### src/rtl/core/text_command_line_parser_macros.svh
// ----------------------------------------------------------------------------
// Assertion macros for the text command line parser
// Shared helpers for concurrent checks under the active-low reset.
// ----------------------------------------------------------------------------
`ifndef TEXT_COMMAND_LINE_PARSER_MACROS_SVH
`define TEXT_COMMAND_LINE_PARSER_MACROS_SVH

// Condition holds on every clock edge out of reset
`define TLP_ASSERT_ALWAYS(label, clk, rst_n, cond, msg) \
  label: assert property (@(posedge clk) disable iff (!(rst_n)) (cond)) else $error(msg);

// Consequent holds in the same cycle as the antecedent
`define TLP_ASSERT_IMPLIES(label, clk, rst_n, ante, cons, msg) \
  label: assert property (@(posedge clk) disable iff (!(rst_n)) (ante) |-> (cons)) \
    else $error(msg);

// Consequent holds in the cycle after the antecedent
`define TLP_ASSERT_NEXT(label, clk, rst_n, ante, cons, msg) \
  label: assert property (@(posedge clk) disable iff (!(rst_n)) (ante) |=> (cons)) \
    else $error(msg);

`endif

### src/rtl/core/tlp_pkg.sv
// ----------------------------------------------------------------------------
// tlp_pkg
// Types, constants and keyword tables of the text command line parser.
// ----------------------------------------------------------------------------
package tlp_pkg;

  // Line length limit; lines of this many bytes or more are rejected
  localparam int MAX_LINE = 100;
  localparam int LEN_W    = $clog2(MAX_LINE + 1);

  // Request queue between front and back
  localparam int QUEUE_DEPTH = 4;
  localparam int QUEUE_PTR_W = $clog2(QUEUE_DEPTH);
  localparam int QUEUE_CNT_W = $clog2(QUEUE_DEPTH + 1);

  // Keyword lengths
  localparam int STOP_LEN = 4;
  localparam int BATT_LEN = 7;
  localparam int DIST_LEN = 8;

  // Magnitude limits for the number
  localparam logic [35:0] LIMIT_POS = 36'd2147483647;
  localparam logic [35:0] LIMIT_NEG = 36'd2147483648;

  // Character classes set by the front
  typedef enum logic [2:0] {
    CLS_TEXT  = 3'd0,
    CLS_DIGIT = 3'd1,
    CLS_BLANK = 3'd2,
    CLS_SIGN  = 3'd3,
    CLS_NUL   = 3'd4,
    CLS_EOL   = 3'd5,
    CLS_CR    = 3'd6
  } char_cls_e;

  typedef struct packed {
    char_cls_e   cls;
    logic [7:0]  ch;
  } token_t;

  // Result codes
  typedef enum logic [2:0] {
    CMD_STOP     = 3'd0,
    CMD_BATTERY  = 3'd1,
    CMD_DISTANCE = 3'd2,
    CMD_MOVE     = 3'd3,
    CMD_TURN     = 3'd4,
    CMD_DELAY    = 3'd5,
    CMD_UNKNOWN  = 3'd6,
    CMD_OVERLONG = 3'd7
  } cmd_e;

  // Prefix kinds
  localparam logic [1:0] PFX_MOVE  = 2'd0;
  localparam logic [1:0] PFX_TURN  = 2'd1;
  localparam logic [1:0] PFX_DELAY = 2'd2;

  // Number parser state
  typedef enum logic [5:0] {
    PH_PREFIX = 6'b000001,
    PH_BLANKS = 6'b000010,
    PH_SIGNED = 6'b000100,
    PH_DIGITS = 6'b001000,
    PH_DONE   = 6'b010000,
    PH_FAIL   = 6'b100000
  } phase_e;

  function automatic logic [7:0] stop_char(input logic [2:0] idx);
    logic [7:0] c;
    unique case (idx)
      3'd0:    c = "S";
      3'd1:    c = "t";
      3'd2:    c = "o";
      default: c = "p";
    endcase
    return c;
  endfunction

  function automatic logic [7:0] batt_char(input logic [2:0] idx);
    logic [7:0] c;
    unique case (idx)
      3'd0:    c = "B";
      3'd1:    c = "a";
      3'd2:    c = "t";
      3'd3:    c = "t";
      3'd4:    c = "e";
      3'd5:    c = "r";
      default: c = "y";
    endcase
    return c;
  endfunction

  function automatic logic [7:0] dist_char(input logic [3:0] idx);
    logic [7:0] c;
    unique case (idx)
      4'd0:    c = "D";
      4'd1:    c = "i";
      4'd2:    c = "s";
      4'd3:    c = "t";
      4'd4:    c = "a";
      4'd5:    c = "n";
      4'd6:    c = "c";
      default: c = "e";
    endcase
    return c;
  endfunction

  // Prefix text, "Move," "Turn," "Delay,"
  function automatic logic [7:0] pfx_char(input logic [1:0] kind, input logic [2:0] pos);
    logic [7:0] c;
    c = 8'h00;
    unique case (kind)
      PFX_MOVE: begin
        unique case (pos)
          3'd0:    c = "M";
          3'd1:    c = "o";
          3'd2:    c = "v";
          3'd3:    c = "e";
          3'd4:    c = ",";
          default: c = 8'h00;
        endcase
      end
      PFX_TURN: begin
        unique case (pos)
          3'd0:    c = "T";
          3'd1:    c = "u";
          3'd2:    c = "r";
          3'd3:    c = "n";
          3'd4:    c = ",";
          default: c = 8'h00;
        endcase
      end
      default: begin
        unique case (pos)
          3'd0:    c = "D";
          3'd1:    c = "e";
          3'd2:    c = "l";
          3'd3:    c = "a";
          3'd4:    c = "y";
          3'd5:    c = ",";
          default: c = 8'h00;
        endcase
      end
    endcase
    return c;
  endfunction

  function automatic logic [2:0] pfx_len(input logic [1:0] kind);
    return (kind == PFX_DELAY) ? 3'd6 : 3'd5;
  endfunction

endpackage

### src/rtl/core/text_command_line_parser.sv
// ----------------------------------------------------------------------------
// text_command_line_parser
// Decodes received text lines into commands with a signed argument.
//
//   channel  | handshake         | payload
//   ---------+-------------------+---------------------------------------------
//   input    | push / full       | rx_byte_i
//   result   | pop / empty       | command_kind_o, argument_o, argument_saturated_o
//
// One byte is taken every cycle while full is low; each matcher advances
// once per byte. After its line feed is taken, a result passes the input
// stage, the queue and the result register in that order; it can be popped
// once it is in the result register.
// Reset clears all line state and empties queue and result register.
// While a result waits, text bytes flow until a line feed reaches the queue
// head and waits there; full rises once the queue and input stage are both occupied.
// ----------------------------------------------------------------------------
module text_command_line_parser (
  input  logic               clk_i,
  input  logic               rst_ni,
  input  logic               push,
  output logic               full,
  input  logic [7:0]         rx_byte_i,
  output logic               empty,
  input  logic               pop,
  output logic [2:0]         command_kind_o,
  output logic signed [31:0] argument_o,
  output logic               argument_saturated_o
);
  import tlp_pkg::*;

  logic   front_valid;
  token_t front_tok;
  logic   q_full, q_empty, back_take;
  token_t q_tok;

  // Front: classification stage
  tlp_front u_front (
    .clk_i       (clk_i),
    .rst_ni      (rst_ni),
    .push        (push),
    .full        (full),
    .rx_byte_i   (rx_byte_i),
    .tok_valid_o (front_valid),
    .tok_o       (front_tok),
    .q_full_i    (q_full)
  );

  // Decoupling queue
  tlp_queue u_queue (
    .clk_i   (clk_i),
    .rst_ni  (rst_ni),
    .push_i  (front_valid),
    .wdata_i (front_tok),
    .full_o  (q_full),
    .pop_i   (back_take),
    .rdata_o (q_tok),
    .empty_o (q_empty)
  );

  // Back: matchers and result register
  tlp_back u_back (
    .clk_i                (clk_i),
    .rst_ni               (rst_ni),
    .tok_valid_i          (!q_empty),
    .tok_i                (q_tok),
    .tok_take_o           (back_take),
    .empty                (empty),
    .pop                  (pop),
    .command_kind_o       (command_kind_o),
    .argument_o           (argument_o),
    .argument_saturated_o (argument_saturated_o)
  );

endmodule

### src/rtl/core/tlp_front.sv
// ----------------------------------------------------------------------------
// tlp_front
// Input stage: takes raw bytes, drops carriage returns, tags the class.
// ----------------------------------------------------------------------------
module tlp_front (
  input  logic            clk_i,
  input  logic            rst_ni,
  input  logic            push,
  output logic            full,
  input  logic [7:0]      rx_byte_i,
  output logic            tok_valid_o,
  output tlp_pkg::token_t tok_o,
  input  logic            q_full_i
);
  import tlp_pkg::*;

  logic      tok_valid_q, tok_valid_d;
  token_t    tok_q;
  char_cls_e cls;
  logic      accept;

  // Byte classification
  always_comb begin
    priority if (rx_byte_i == 8'h0A) begin
      cls = CLS_EOL;
    end else if (rx_byte_i == 8'h0D) begin
      cls = CLS_CR;
    end else if (rx_byte_i == 8'h00) begin
      cls = CLS_NUL;
    end else if (rx_byte_i >= "0" && rx_byte_i <= "9") begin
      cls = CLS_DIGIT;
    end else if (rx_byte_i == " " || rx_byte_i == 8'h09 ||
                 rx_byte_i == 8'h0B || rx_byte_i == 8'h0C) begin
      cls = CLS_BLANK;
    end else if (rx_byte_i == "+" || rx_byte_i == "-") begin
      cls = CLS_SIGN;
    end else begin
      cls = CLS_TEXT;
    end
  end

  // Holding stage; it drains into the queue whenever the queue has room
  assign full   = tok_valid_q && q_full_i;
  assign accept = push && !full;

  always_comb begin
    if (accept) begin
      tok_valid_d = (cls != CLS_CR);
    end else begin
      tok_valid_d = tok_valid_q && q_full_i;
    end
  end

  always_ff @(posedge clk_i or negedge rst_ni) begin
    if (!rst_ni) begin
      tok_valid_q <= 1'b0;
    end else begin
      tok_valid_q <= tok_valid_d;
    end
  end

  always_ff @(posedge clk_i) begin
    if (accept) begin
      tok_q.cls <= cls;
      tok_q.ch  <= rx_byte_i;
    end
  end

  assign tok_valid_o = tok_valid_q;
  assign tok_o       = tok_q;

endmodule

### src/rtl/core/tlp_queue.sv
// ----------------------------------------------------------------------------
// tlp_queue
// Short register queue of classified bytes between front and back.
// ----------------------------------------------------------------------------
`include "text_command_line_parser_macros.svh"

module tlp_queue (
  input  logic            clk_i,
  input  logic            rst_ni,
  input  logic            push_i,
  input  tlp_pkg::token_t wdata_i,
  output logic            full_o,
  input  logic            pop_i,
  output tlp_pkg::token_t rdata_o,
  output logic            empty_o
);
  import tlp_pkg::*;

  token_t                 mem_q [QUEUE_DEPTH];
  logic [QUEUE_PTR_W-1:0] wr_ptr_q, wr_ptr_d, rd_ptr_q, rd_ptr_d;
  logic [QUEUE_CNT_W-1:0] cnt_q, cnt_d;
  logic                   do_push, do_pop;

  assign full_o  = (cnt_q == QUEUE_CNT_W'(QUEUE_DEPTH));
  assign empty_o = (cnt_q == '0);
  assign do_push = push_i && !full_o;
  assign do_pop  = pop_i && !empty_o;
  assign rdata_o = mem_q[rd_ptr_q];

  // Pointer and fill count update
  always_comb begin
    wr_ptr_d = wr_ptr_q;
    rd_ptr_d = rd_ptr_q;
    cnt_d    = cnt_q;
    if (do_push) begin
      wr_ptr_d = (wr_ptr_q == QUEUE_PTR_W'(QUEUE_DEPTH - 1)) ? '0 : wr_ptr_q + 1'b1;
    end
    if (do_pop) begin
      rd_ptr_d = (rd_ptr_q == QUEUE_PTR_W'(QUEUE_DEPTH - 1)) ? '0 : rd_ptr_q + 1'b1;
    end
    if (do_push && !do_pop) begin
      cnt_d = cnt_q + 1'b1;
    end else if (do_pop && !do_push) begin
      cnt_d = cnt_q - 1'b1;
    end
  end

  always_ff @(posedge clk_i or negedge rst_ni) begin
    if (!rst_ni) begin
      wr_ptr_q <= '0;
      rd_ptr_q <= '0;
      cnt_q    <= '0;
    end else begin
      wr_ptr_q <= wr_ptr_d;
      rd_ptr_q <= rd_ptr_d;
      cnt_q    <= cnt_d;
    end
  end

  always_ff @(posedge clk_i) begin
    if (do_push) begin
      mem_q[wr_ptr_q] <= wdata_i;
    end
  end

  // Checks
  `TLP_ASSERT_ALWAYS(a_cnt_bound, clk_i, rst_ni, cnt_q <= QUEUE_CNT_W'(QUEUE_DEPTH), "queue count over depth")
  `TLP_ASSERT_NEXT(a_cnt_down, clk_i, rst_ni, do_pop && !do_push, cnt_q == $past(cnt_q) - 1'b1, "count did not fall")
  `TLP_ASSERT_NEXT(a_cnt_up, clk_i, rst_ni, do_push && !do_pop, cnt_q == $past(cnt_q) + 1'b1, "count did not rise")

endmodule

### src/rtl/core/tlp_back.sv
// ----------------------------------------------------------------------------
// tlp_back
// Keyword and number matchers; decodes one command per line feed.
// ----------------------------------------------------------------------------
`include "text_command_line_parser_macros.svh"

module tlp_back (
  input  logic               clk_i,
  input  logic               rst_ni,
  input  logic               tok_valid_i,
  input  tlp_pkg::token_t    tok_i,
  output logic               tok_take_o,
  output logic               empty,
  input  logic               pop,
  output logic [2:0]         command_kind_o,
  output logic signed [31:0] argument_o,
  output logic               argument_saturated_o
);
  import tlp_pkg::*;

  logic [LEN_W-1:0] len_q, len_d;
  logic             ended_q, ended_d;
  logic [2:0]       stop_q, stop_d;
  logic [2:0]       batt_q, batt_d;
  logic [3:0]       dist_q, dist_d;
  logic [2:0]       pos_q, pos_d;
  logic [1:0]       kind_q, kind_d;
  phase_e           phase_q, phase_d;
  logic [31:0]      mag_q, mag_d;
  logic             neg_q, neg_d;
  logic             clamp_q, clamp_d;

  logic             out_valid_q, out_valid_d;
  cmd_e             out_kind_q, out_kind_d;
  logic [31:0]      out_arg_q, out_arg_d;
  logic             out_sat_q, out_sat_d;

  logic [7:0]       ch;
  logic             is_eol;
  logic             take;
  logic [35:0]      dig_sum, dig_lim;
  logic [31:0]      dig_mag;
  logic             dig_clamp;
  logic [1:0]       kind_n;
  logic             first_ok;

  assign ch         = tok_i.ch;
  assign is_eol     = (tok_i.cls == CLS_EOL);
  // A line feed needs a free result slot; other bytes go straight through
  assign take       = tok_valid_i && (!is_eol || !out_valid_q || pop);
  assign tok_take_o = take;

  // Next magnitude: mag * 10 + digit, clamped to the signed range
  always_comb begin
    dig_sum   = ({4'b0, mag_q} << 3) + ({4'b0, mag_q} << 1) + {32'b0, ch[3:0]};
    dig_lim   = neg_q ? LIMIT_NEG : LIMIT_POS;
    dig_clamp = (dig_sum > dig_lim);
    dig_mag   = dig_clamp ? dig_lim[31:0] : dig_sum[31:0];
  end

  // Prefix kind chosen by the first byte
  always_comb begin
    first_ok = 1'b1;
    kind_n   = kind_q;
    if (pos_q == 3'd0) begin
      priority if (ch == "M") begin
        kind_n = PFX_MOVE;
      end else if (ch == "T") begin
        kind_n = PFX_TURN;
      end else if (ch == "D") begin
        kind_n = PFX_DELAY;
      end else begin
        first_ok = 1'b0;
      end
    end
  end

  // Line state update
  always_comb begin
    len_d       = len_q;
    ended_d     = ended_q;
    stop_d      = stop_q;
    batt_d      = batt_q;
    dist_d      = dist_q;
    pos_d       = pos_q;
    kind_d      = kind_q;
    phase_d     = phase_q;
    mag_d       = mag_q;
    neg_d       = neg_q;
    clamp_d     = clamp_q;
    out_valid_d = out_valid_q && !pop;
    out_kind_d  = out_kind_q;
    out_arg_d   = out_arg_q;
    out_sat_d   = out_sat_q;

    if (take && is_eol) begin
      // Decode in priority order, then clear the line
      out_valid_d = 1'b1;
      out_arg_d   = '0;
      out_sat_d   = 1'b0;
      priority if (len_q == LEN_W'(MAX_LINE)) begin
        out_kind_d = CMD_OVERLONG;
      end else if (stop_q == 3'(STOP_LEN)) begin
        out_kind_d = CMD_STOP;
      end else if (batt_q == 3'(BATT_LEN)) begin
        out_kind_d = CMD_BATTERY;
      end else if (dist_q == 4'(DIST_LEN)) begin
        out_kind_d = CMD_DISTANCE;
      end else if (phase_q == PH_DIGITS || phase_q == PH_DONE) begin
        unique case (kind_q)
          PFX_MOVE: out_kind_d = CMD_MOVE;
          PFX_TURN: out_kind_d = CMD_TURN;
          default:  out_kind_d = CMD_DELAY;
        endcase
        out_arg_d = neg_q ? (32'd0 - mag_q) : mag_q;
        out_sat_d = clamp_q;
      end else begin
        out_kind_d = CMD_UNKNOWN;
      end
      len_d   = '0;
      ended_d = 1'b0;
      stop_d  = '0;
      batt_d  = '0;
      dist_d  = '0;
      pos_d   = '0;
      kind_d  = '0;
      phase_d = PH_PREFIX;
      mag_d   = '0;
      neg_d   = 1'b0;
      clamp_d = 1'b0;
    end else if (take) begin
      if (len_q != LEN_W'(MAX_LINE)) begin
        len_d = len_q + 1'b1;
      end
      if (!ended_q) begin
        if (tok_i.cls == CLS_NUL) begin
          ended_d = 1'b1;
        end else begin
          // Keyword matchers; no keyword repeats its first letter
          if (stop_q != 3'(STOP_LEN)) begin
            stop_d = (ch == stop_char(stop_q)) ? stop_q + 1'b1 :
                     (ch == "S") ? 3'd1 : 3'd0;
          end
          if (batt_q != 3'(BATT_LEN)) begin
            batt_d = (ch == batt_char(batt_q)) ? batt_q + 1'b1 :
                     (ch == "B") ? 3'd1 : 3'd0;
          end
          if (dist_q != 4'(DIST_LEN)) begin
            dist_d = (ch == dist_char(dist_q)) ? dist_q + 1'b1 :
                     (ch == "D") ? 4'd1 : 4'd0;
          end

          // Number parser
          unique case (phase_q)
            PH_PREFIX: begin
              kind_d = kind_n;
              if (!first_ok || ch != pfx_char(kind_n, pos_q)) begin
                phase_d = PH_FAIL;
              end else begin
                pos_d = pos_q + 1'b1;
                if (pos_q + 1'b1 == pfx_len(kind_n)) begin
                  phase_d = PH_BLANKS;
                end
              end
            end
            PH_BLANKS: begin
              priority if (tok_i.cls == CLS_BLANK) begin
                phase_d = PH_BLANKS;
              end else if (tok_i.cls == CLS_SIGN) begin
                neg_d   = (ch == "-");
                phase_d = PH_SIGNED;
              end else if (tok_i.cls == CLS_DIGIT) begin
                mag_d   = dig_mag;
                clamp_d = clamp_q | dig_clamp;
                phase_d = PH_DIGITS;
              end else begin
                phase_d = PH_FAIL;
              end
            end
            PH_SIGNED, PH_DIGITS: begin
              if (tok_i.cls == CLS_DIGIT) begin
                mag_d   = dig_mag;
                clamp_d = clamp_q | dig_clamp;
                phase_d = PH_DIGITS;
              end else begin
                phase_d = (phase_q == PH_DIGITS) ? PH_DONE : PH_FAIL;
              end
            end
            default: begin
              phase_d = phase_q;
            end
          endcase
        end
      end
    end
  end

  always_ff @(posedge clk_i or negedge rst_ni) begin
    if (!rst_ni) begin
      len_q       <= '0;
      ended_q     <= 1'b0;
      stop_q      <= '0;
      batt_q      <= '0;
      dist_q      <= '0;
      pos_q       <= '0;
      kind_q      <= '0;
      phase_q     <= PH_PREFIX;
      mag_q       <= '0;
      neg_q       <= 1'b0;
      clamp_q     <= 1'b0;
      out_valid_q <= 1'b0;
    end else begin
      len_q       <= len_d;
      ended_q     <= ended_d;
      stop_q      <= stop_d;
      batt_q      <= batt_d;
      dist_q      <= dist_d;
      pos_q       <= pos_d;
      kind_q      <= kind_d;
      phase_q     <= phase_d;
      mag_q       <= mag_d;
      neg_q       <= neg_d;
      clamp_q     <= clamp_d;
      out_valid_q <= out_valid_d;
    end
  end

  // Result register
  always_ff @(posedge clk_i) begin
    out_kind_q <= out_kind_d;
    out_arg_q  <= out_arg_d;
    out_sat_q  <= out_sat_d;
  end

  assign empty                = !out_valid_q;
  assign command_kind_o       = out_kind_q;
  assign argument_o           = out_arg_q;
  assign argument_saturated_o = out_sat_q;

  // Checks
  `TLP_ASSERT_ALWAYS(a_len_bound, clk_i, rst_ni, len_q <= LEN_W'(MAX_LINE), "line length past limit")
  `TLP_ASSERT_IMPLIES(a_clamp_phase, clk_i, rst_ni, clamp_q, phase_q == PH_DIGITS || phase_q == PH_DONE, "clamp outside number")
  `TLP_ASSERT_IMPLIES(a_ended_len, clk_i, rst_ni, ended_q, len_q != '0, "text ended on empty line")
  `TLP_ASSERT_IMPLIES(a_arg_zero, clk_i, rst_ni, out_valid_q && out_kind_q != CMD_MOVE && out_kind_q != CMD_TURN && out_kind_q != CMD_DELAY, out_arg_q == '0 && !out_sat_q, "argument on plain command")

endmodule

### config.mk
export PLATFORM = sky130hd
export DESIGN_NAME = text_command_line_parser
export DESIGN_NICKNAME = d
export VERILOG_FILES = /design/src/rtl/core/tlp_pkg.sv /design/src/rtl/core/text_command_line_parser.sv /design/src/rtl/core/tlp_front.sv /design/src/rtl/core/tlp_queue.sv /design/src/rtl/core/tlp_back.sv
export VERILOG_INCLUDE_DIRS = /design/src /design/src/rtl/core
export SDC_FILE = /design/constraint.sdc
export NUM_CORES = 1
export LEC_CHECK = 0
export BUFFER_PORTS_ARGS = -buffer_cell sky130_fd_sc_hd__buf_2
export CORE_ASPECT_RATIO = 2
export CORE_MARGIN = 3
export CORE_UTILIZATION = 25
export CTS_BUF_LIST = sky130_fd_sc_hd__clkbuf_2 sky130_fd_sc_hd__clkbuf_4 sky130_fd_sc_hd__clkbuf_8
export DETAILED_ROUTE_END_ITERATION = 8
export SYNTH_ARGS = -nofsm -noshare
export SYNTH_HDL_FRONTEND = slang
export SYNTH_HIERARCHICAL = 1
export SYNTH_SLANG_ARGS = --single-unit
### constraint.sdc
create_clock -name clk_i -period 14.1 [get_ports clk_i]
set_input_delay 2.82 -clock clk_i [delete_from_list [all_inputs] [get_ports clk_i]]
set_output_delay 2.82 -clock clk_i [all_outputs]
set_load 0.01 [all_outputs]
==> impl_metrics.tcl, run 1 <==
set metrics [dict create \
    fin_ws_ns 6.488 \
    fin_crit_sh_pct 53.99 \
    hold_path.class "reg2reg" \
    gr-usage-all-layers_pct 12.59 \
    slew_headroom_pct 16.52 \
    path_clk_slew_ns 0.12 \
    tightestPinTransition_ns 1.252 \
    met3_usage_pct 1.508 \
    antenna_found_initial 3 \
    setup_viol 0 \
    worstSetupEndpointType "flop" \
    rsz0062_at_grt "false" \
    slowest_delay_ns 0.87 \
    synth_ff_type "edfxtp_1" \
    rows 111 \
    grt_pass1_wl_um 50980 \
    vias 9477 \
    maxCapViolations 0 \
    final.fill_count 4912 \
    drive_gt1_share_pct 10.06 \
    syn_area_um2 11760 \
    crit_slowest_cell "dfrtp_1" \
    ys_top_cells_by_area "edfxtp_1, dfrtp_1, ha_1" \
    drtPass1Iterations 5 \
    ir_worst_vdd_mv 0.07207 \
    synth.distinct_cells 82 \
    path_max_fanout 26 \
    fp.coreArea_um2 46110 \
    post-place-ws_ns 6.510 \
    post-route-min-period_ns 7.612 \
    area_growth_pct 11.08 \
    cp_top_family "compound AO/OA/AOI/OAI gates" \
    cts_buffers 17 \
    synth_area_per_cell_um2 9.742 \
    fp.dieW_um 159.4 \
    yosys_warnings 6 \
    clkLatencyLatePin_ns 0.49 \
    htreeDepth 4 \
    synth.largest_area_cell "edfxtp_1" \
    synth_fp_nets 1345 \
    fin_worst_skew_ns 0.02092 \
    cp-start-kind "flop" \
    io_buffer_count 49 \
    finalNetCount 1367 \
    grt_pass1_vias 9771 \
    cts_tree "built" \
    drcViolationCount 0 \
    synth.top_cell.area_share_pct 23.24 \
    final_cell_mix "ha_1, nor2_1, nand2_1" \
    start_util_pct 25.50 \
    setup-tns-final_ns 0 \
    fp.dieH_um 312.7 \
    fin_util_pct 28.33 \
    path_buf_inv 0 \
    first_iter_violations 445 \
    holdPathStages 2 \
    postCtsResizedCells 0 \
    leakage_uw 0.005582 \
    use_met1_pct 12.21 \
    final_common_cell "ha_1" \
    dp_hpwl_um 24040 \
    reg2reg_depth 18 \
    postRouteAntennaNets 0 \
    busiest_layer "met2" \
    grt_max_degree 66 \
    synth_edf_count 91 \
    ys_async_sr_fraction_pct 44.17 \
    power_density_nw_per_um2 141.8 \
    crit_arrival_ns 8.04 \
    drv_slew 0 \
    wl_per_cell_um 16.90 \
    gp_congestion 0.8987 \
    cts-root-buf "clkbuf_8" \
    io_pins 50 \
    crit_top_cell "o21ai_0" \
    seq_area_um2 4537 \
    met2_usage_pct 24.77 \
    yosysSeqAreaShare_pct 38.57 \
    clock.fmax_mhz 131.4 \
    holdBufCountCts 0 \
    die_area_um2 49830 \
    ys_ff_latch 163 \
    routed_wl_um 31510 \
    multi_input_area_um2 6885 \
    outcome "finished clean" \
    syn_inst 1207 \
    clockBufferDepth 2 \
    clock_sink_count 163 \
    worstPathRequired_ns 14.53 \
    overflow 0 \
    path_cells "mux4_2 -> fa_1 -> fa_1 -> a211oi_1 -> nor3_1 -> o21ai_0 -> and2_1 -> o21ai_0 -> xor2_1 -> ha_1 -> nand4_1 -> nor4_1 -> a2111oi_0 -> a2111oi_0 -> o21ai_0 -> and4_1 -> a211oi_1 -> a221o_1" \
    crit_cells 18 \
    routed_via_density 5.082 \
    crit_type "reg2reg" \
    finalHoldViolCount 0 \
    cts_setup_buffers 0 \
]
-- Yosys cell counts (4+ instances only) --
cell type,number
ha_1,123
nor2_1,108
nand2_1,101
edfxtp_1,91
o21ai_0,76
dfrtp_1,71
a21oi_1,66
xor2_1,51
nand3_1,49
nand4_1,45
clkbuf_1,44
inv_1,33
xnor2_1,32
nor3_1,26
a21o_1,19
or3_1,18
o31ai_1,15
a211oi_1,14
mux2i_1,12
nand2b_1,12
mux4_2,11
and2_1,10
nor2b_1,10
o21a_1,9
nor4_1,8
or4_1,8
a2111oi_0,7
nand3b_1,7
o211ai_1,7
a211o_1,6
and3_1,6
nor3b_1,6
o32ai_1,6
a221o_1,5
a22o_1,5
a31oi_1,5
buf_2,5
o21bai_1,5
o31ai_2,5
a32o_1,4
o41ai_1,4
-- worst register-to-register path, delay by kind of cell (launching register included) --
family          cells  cell delay (ns)
flops               1             0.87
mux                 1             0.78
compound gates      8             2.74
simple gates        5             1.54
xor+xnor            1             0.20
fa+ha+maj           3             1.41
-- layout make-up --
cell class,instances,share of cell area (%)
timing repair buffer,56,2.299
antenna,2,0.03832
clock inverter,15,1.523
multi-input combinational,958,52.72
tap,621,5.949
inverter,33,0.9484
clock buffer,17,1.791
sequential,163,34.74
-- layer usage --
metal  part of all wire [%]  wire length (um)
met4                    5.4              1717
met5                  0.022                 7
met3                    2.4               757
met1                     36             11400
met2                     56             17620
-- stage by stage --
stage,hold slack [ns],std cells,cell area [um2],power [uW]
2_1_floorplan,0.4487,1207,11760,1266
3_3_place_gp,0.4619,1831,12620,1480
3_5_place_dp,0.4797,1831,12620,1498
4_1_cts,0.5070,1863,13050,1873
5_1_grt,0.5247,1865,13060,1984
6_report,0.5009,1865,13060,1852
-- sequential cells by signal, summed over array words and instances (netlist names), 2 cells and up --
name / flops
u_queue/rd_ptr_q: 2
u_back/phase_q: 6
u_queue/cnt_q: 3
u_back/dist_q: 4
u_queue/wr_ptr_q: 2
u_back/mag_q: 32
u_back/pos_q: 3
u_back/argument_o: 32
u_back/len_q: 7
u_back/batt_q: 3
u_front/tok_o: 11
u_back/stop_q: 3
u_back/kind_q: 2
u_queue/mem_q: 44
u_back/command_kind_o: 3
-- report_power, final --
part | internal [uW] | switching (uW) | leakage [uW]
Clock | 141 | 229 | 0.000214
Combinational | 286 | 501 | 0.00355
Sequential | 619 | 77.5 | 0.00182
-- cell families after synthesis --
group	Yosys count	share of synthesized area, %
XOR/XNOR	83	6.182
buffers and inverters	86	2.937
multiplexers	28	3.671
flip-flops	163	38.57
adder cells (fa/ha/maj)	126	13.60
AO/OA/AOI/OAI	282	16.00
AND/OR/NAND/NOR	439	19.04
-- path summary, 6_finish.rpt --
check	slack [ns]	from	end
max in group asynchronous	10.84	rst_ni	u_back/neg_q
worst max-delay path	6.49	u_queue/rd_ptr_q[0]	u_back/mag_q[1]
worst min register to register	0.50	u_back/ended_q	u_back/ended_q
min in group asynchronous	2.20	rst_ni	u_back/mag_q[22]
worst min-delay path	0.50	u_back/ended_q	u_back/ended_q
worst max register to register	6.49	u_queue/rd_ptr_q[0]	u_back/mag_q[1]
Note: power is estimated with default switching activity, not from simulation.
==> inputs of run 2 (changes only) <==
==> constraint.sdc (replaced) <==
create_clock -name clk_i -period 7.6 [get_ports clk_i]
set_input_delay 1.52 -clock clk_i [delete_from_list [all_inputs] [get_ports clk_i]]
set_output_delay 1.52 -clock clk_i [all_outputs]
set_load 0.01 [all_outputs]
==> run 2 against run 1 <==
Setup slack lost 5.8 ns. Routed wire length is 0.91% higher. Combinational power increased by 88%. Worst hold slack better by 0.0029 ns. Critical path depth is 1 higher. Clock-buffer cell count did not move. First-iteration DRC count is 4.7% higher. Clock skew down 0.0011 ns. Cell count rose by 0.16%. Non-clock buffer count grew 3. Final area is 0.19% higher. Largest cell class unchanged. Largest power group unchanged. Highest routed layer unchanged.
==> impl_metrics.tcl, run 2 (synthesized netlist as in run 1, its figures left out) <==
set metrics [dict create \
    die_area_um2 49830 \
    setup_viol 0 \
    antenna_found_initial 3 \
    clock.fmax_mhz 144.7 \
    fin_crit_sh_pct 90.92 \
    multi_input_area_um2 6885 \
    routed_wl_um 31800 \
    fin_worst_skew_ns 0.01981 \
    power_density_nw_per_um2 264.3 \
    seq_area_um2 4537 \
    grt_pass1_wl_um 50890 \
    cts_buffers 17 \
    post-route-min-period_ns 6.910 \
    gr-usage-all-layers_pct 12.67 \
    setup-tns-final_ns 0 \
    crit_arrival_ns 7.34 \
    dp_hpwl_um 24500 \
    drcViolationCount 0 \
    grt_max_degree 66 \
    cts_tree "built" \
    rr_endpoint "u_back/mag_q[1]" \
    path_max_fanout 14 \
    io_pins 50 \
    clock_sink_count 163 \
    wl_per_cell_um 17.02 \
    post-place-ws_ns 0.7585 \
    min_to "u_queue/mem_q[3][0]" \
    postRouteAntennaNets 0 \
    regMostFlops "u_queue/mem_q" \
    overflow 0 \
    leakage_uw 0.005597 \
    ir_worst_vdd_mv 0.1162 \
    vias 9555 \
    hold_path.class "reg2reg" \
    fp.dieH_um 312.7 \
    area_growth_pct 11.29 \
    crit_type "reg2reg" \
    rows 111 \
    tightestPinTransition_ns 1.372 \
    reg2reg_depth 19 \
    htreeDepth 4 \
    largest_register_ffs 44 \
    grt_pass1_vias 9808 \
    fin_util_pct 28.38 \
    maxCapViolations 0 \
    final_common_cell "ha_1" \
    slew_headroom_pct 8.545 \
    cp-start-kind "flop" \
    finalHoldViolCount 0 \
    fin_ws_ns 0.6899 \
    holdBufCountCts 0 \
    numPlacedInstances 1834 \
    first_iter_violations 466 \
    cts-root-buf "clkbuf_8" \
    worstHoldStart "u_front/tok_o[0]" \
    fp.coreArea_um2 46110 \
    gp_congestion 0.9022 \
    start_util_pct 25.50 \
    rsz0062_at_grt "false" \
    final_cells 1868 \
    finalNetCount 1370 \
    postCtsResizedCells 0 \
    outcome "finished clean" \
    drive_gt1_share_pct 10.28 \
    fp.dieW_um 159.4 \
    routed_via_density 5.115 \
    drtPass1Iterations 5 \
    worstSetupEndpointType "flop" \
    worstPathRequired_ns 8.03 \
    final_cell_mix "ha_1, nor2_1, nand2_1" \
    io_buffer_count 49 \
    clkLatencyLatePin_ns 0.50 \
    path_clk_slew_ns 0.11 \
    holdPathStages 0 \
    drv_slew 0 \
    final.fill_count 4864 \
    cts_setup_buffers 0 \
    clockBufferDepth 2 \
    r2r_slack_ns 0.69 \
    reg2reg_from "u_queue/rd_ptr_q[0]" \
]
[run 2: report_power, final]
part           switching [uW]  internal, uW  total, uW
clock                     411           287        697
combinational             952           532       1480
sequential                129          1150       1280
total                    1490          1970       3460
[run 2: critical path, stage by stage (launching register included)]
cell and delay, ns:
dfrtp_1 0.49, buf_4 0.27, mux4_2 0.70, fa_1 0.58
fa_1 0.50, a211oi_1 0.35, nor3_1 0.16, o21ai_0 0.31
and2_1 0.27, o21ai_0 0.14, xor2_1 0.20, ha_1 0.31
nand4_1 0.13, nor4_1 0.39, a2111oi_0 0.17, a2111oi_0 0.50
o21ai_0 0.20, and4_1 0.24, a211oi_1 0.70, a221o_1 0.21
[run 2: worst max path at each step]
stage,startpoint,endpoint
2_1_floorplan,u_queue/rd_ptr_q[0],u_back/mag_q[0]
3_3_place_gp,u_queue/rd_ptr_q[0],u_back/mag_q[3]
3_5_place_dp,u_queue/rd_ptr_q[0],u_back/mag_q[3]
4_1_cts,u_queue/rd_ptr_q[0],u_back/mag_q[3]
5_1_grt,u_queue/rd_ptr_q[0],u_back/mag_q[1]
6_report,u_queue/rd_ptr_q[0],u_back/mag_q[1]
[run 2: final cells by class]
class	count	share of cell area [%]
antenna	2	0.03824
sequential	163	34.67
multi-input combinational	958	52.61
timing repair buffer	59	2.467
inverter	33	0.9466
tap	621	5.937
clock inverter	15	1.539
clock buffer	17	1.788
[run 2: through the flow]
| stage | total power [uW] | instance area (um2) | hold slack, ns |
|---|---|---|---|
| 2_1_floorplan | 2348 | 11760 | 0.4487 |
| 3_3_place_gp | 2751 | 12640 | 0.4630 |
| 3_5_place_dp | 2792 | 12640 | 0.4885 |
| 4_1_cts | 3502 | 13080 | 0.5139 |
| 5_1_grt | 3699 | 13090 | 0.5213 |
| 6_report | 3458 | 13090 | 0.5039 |
[run 2: routing by layer]
layer / track usage, % / wire length, um / vias up / part of all wire (%)
met3: 1.375 / 926 / 106 / 2.9
met4: 8.504 / 1984 / 2 / 6.2
li1: - / - / 4577 / -
met1: 11.63 / 10900 / 4645 / 34
met2: 25.54 / 17970 / 225 / 57
met5: 0 / 7 / - / 0.022
==> inputs of run 3 (changes only) <==
==> constraint.sdc (replaced) <==
create_clock -name clk_i -period 8.2 [get_ports clk_i]
set_input_delay 1.64 -clock clk_i [delete_from_list [all_inputs] [get_ports clk_i]]
set_output_delay 1.64 -clock clk_i [all_outputs]
set_load 0.01 [all_outputs]
==> run 3 against run 2 <==
Die area did not move. Fmax down 0.68%. Critical path depth fell by 1. Register-to-register slack improved by 0.55 ns. Via count down 0.47%. Power shrank 7.3%.
==> impl_metrics.tcl, run 3 (synthesized netlist as in run 1, its figures left out) <==
set metrics [dict create \
    leakage_uw 0.005585 \
    final_common_cell "ha_1" \
    vias 9510 \
    rsz0062_at_grt "false" \
    crit_type "reg2reg" \
    regMostFlops "u_queue/mem_q" \
    worstSetupEndpointType "flop" \
    maxCapViolations 0 \
    first_iter_violations 564 \
    clkLatencyLatePin_ns 0.50 \
    drive_gt1_share_pct 10.14 \
    cp-start-kind "flop" \
    cts_buffers 17 \
    fin_worst_skew_ns 0.01594 \
    start_util_pct 25.50 \
    io_pins 50 \
    total_power_uw 3206 \
    cts_tree "built" \
    drtPass1Iterations 5 \
    outcome "finished clean" \
    worstPathRequired_ns 8.63 \
    crit_arrival_ns 7.39 \
    grt_pass1_wl_um 50830 \
    path_max_fanout 14 \
    postRouteAntennaNets 0 \
    finalHoldViolCount 0 \
    gp_congestion 0.9033 \
    setup_viol 0 \
    gr-usage-all-layers_pct 12.67 \
    cts-root-buf "clkbuf_8" \
    dp_hpwl_um 24540 \
    fin_util_pct 28.34 \
    path_clk_slew_ns 0.11 \
    cts_setup_buffers 0 \
    drv_slew 0 \
    clockBufferDepth 2 \
    largest_register_ffs 44 \
    wl_per_cell_um 17.12 \
    tightestPinTransition_ns 1.353 \
    grt_pass1_vias 9681 \
    die_area_um2 49830 \
    finalNetCount 1368 \
    clock_sink_count 163 \
    fp.dieH_um 312.7 \
    io_buffer_count 49 \
    fp.dieW_um 159.4 \
    fin_crit_sh_pct 84.84 \
    post-route-min-period_ns 6.957 \
    antenna_found_initial 2 \
    htreeDepth 4 \
    rows 111 \
    power_density_nw_per_um2 245.4 \
    final_cells 1866 \
    grt_max_degree 66 \
    overflow 0 \
    clock.fmax_mhz 143.7 \
    holdBufCountCts 0 \
    routed_wl_um 31950 \
    fp.coreArea_um2 46110 \
    hold_path.class "reg2reg" \
    slew_headroom_pct 9.715 \
    numPlacedInstances 1832 \
    drcViolationCount 0 \
    routed_via_density 5.096 \
    final_cell_mix "ha_1, nor2_1, nand2_1" \
    ir_worst_vdd_mv 0.1149 \
    postCtsResizedCells 0 \
    area_growth_pct 11.12 \
    setup-tns-final_ns 0 \
]
-- run 3: layer usage --
metal | wire length (um) | track usage (%)
met4 | 1725 | 7.548
met1 | 11180 | 11.89
met5 | 13 | 0
met3 | 843 | 1.441
met2 | 18180 | 25.67
-- run 3: critical path, stage by stage (launching register included) --
cell	delay, ns
dfrtp_1	0.85
mux4_2	0.77
fa_1	0.57
fa_1	0.50
a211oi_1	0.36
nor3_1	0.17
o21ai_0	0.33
and2_1	0.26
o21ai_0	0.14
xor2_1	0.20
ha_1	0.31
nand4_1	0.13
nor4_1	0.42
a2111oi_0	0.18
a2111oi_0	0.42
o21ai_0	0.17
and4_1	0.19
a211oi_1	0.70
a221o_1	0.21
-- run 3: final cells by class --
class | count | area [um2]
multi-input combinational | 958 | 6880
inverter | 33 | 123.9
fill | 4916 | 33040
clock buffer | 17 | 234.0
timing repair buffer | 57 | 307.8
sequential | 163 | 4537
antenna | 2 | 5.005
clock inverter | 15 | 201.4
tap | 621 | 777.0
-- run 3: worst paths after layout --
kind	from	to	slack, ns	cells past startpoint
worst max-delay path	u_queue/rd_ptr_q[0]	u_back/mag_q[2]	1.24	18
worst min-delay path	u_back/ended_q	u_back/ended_q	0.50	2
worst max register to register	u_queue/rd_ptr_q[0]	u_back/mag_q[2]	1.24	18
worst min register to register	u_back/ended_q	u_back/ended_q	0.50	2
max in group asynchronous	rst_ni	u_back/neg_q	6.10	2
min in group asynchronous	rst_ni	u_back/mag_q[12]	1.01	1
-- run 3: report_power, final --
group / leakage, uW / switching, uW / internal, uW
Combinational: 0.00355 / 875 / 490
Sequential: 0.00182 / 132 / 1060
Clock: 0.000215 / 379 / 266
-- run 3: stage by stage --
step           worst slack (ns)  cell area (um2)  hold slack, ns
2_1_floorplan             2.445            11760          0.4487
3_3_place_gp              1.344            12630          0.4631
3_5_place_dp              1.171            12630          0.4810
4_1_cts                   1.144            13060          0.5073
5_1_grt                  0.6184            13060          0.5228
6_report                  1.243            13070          0.5016
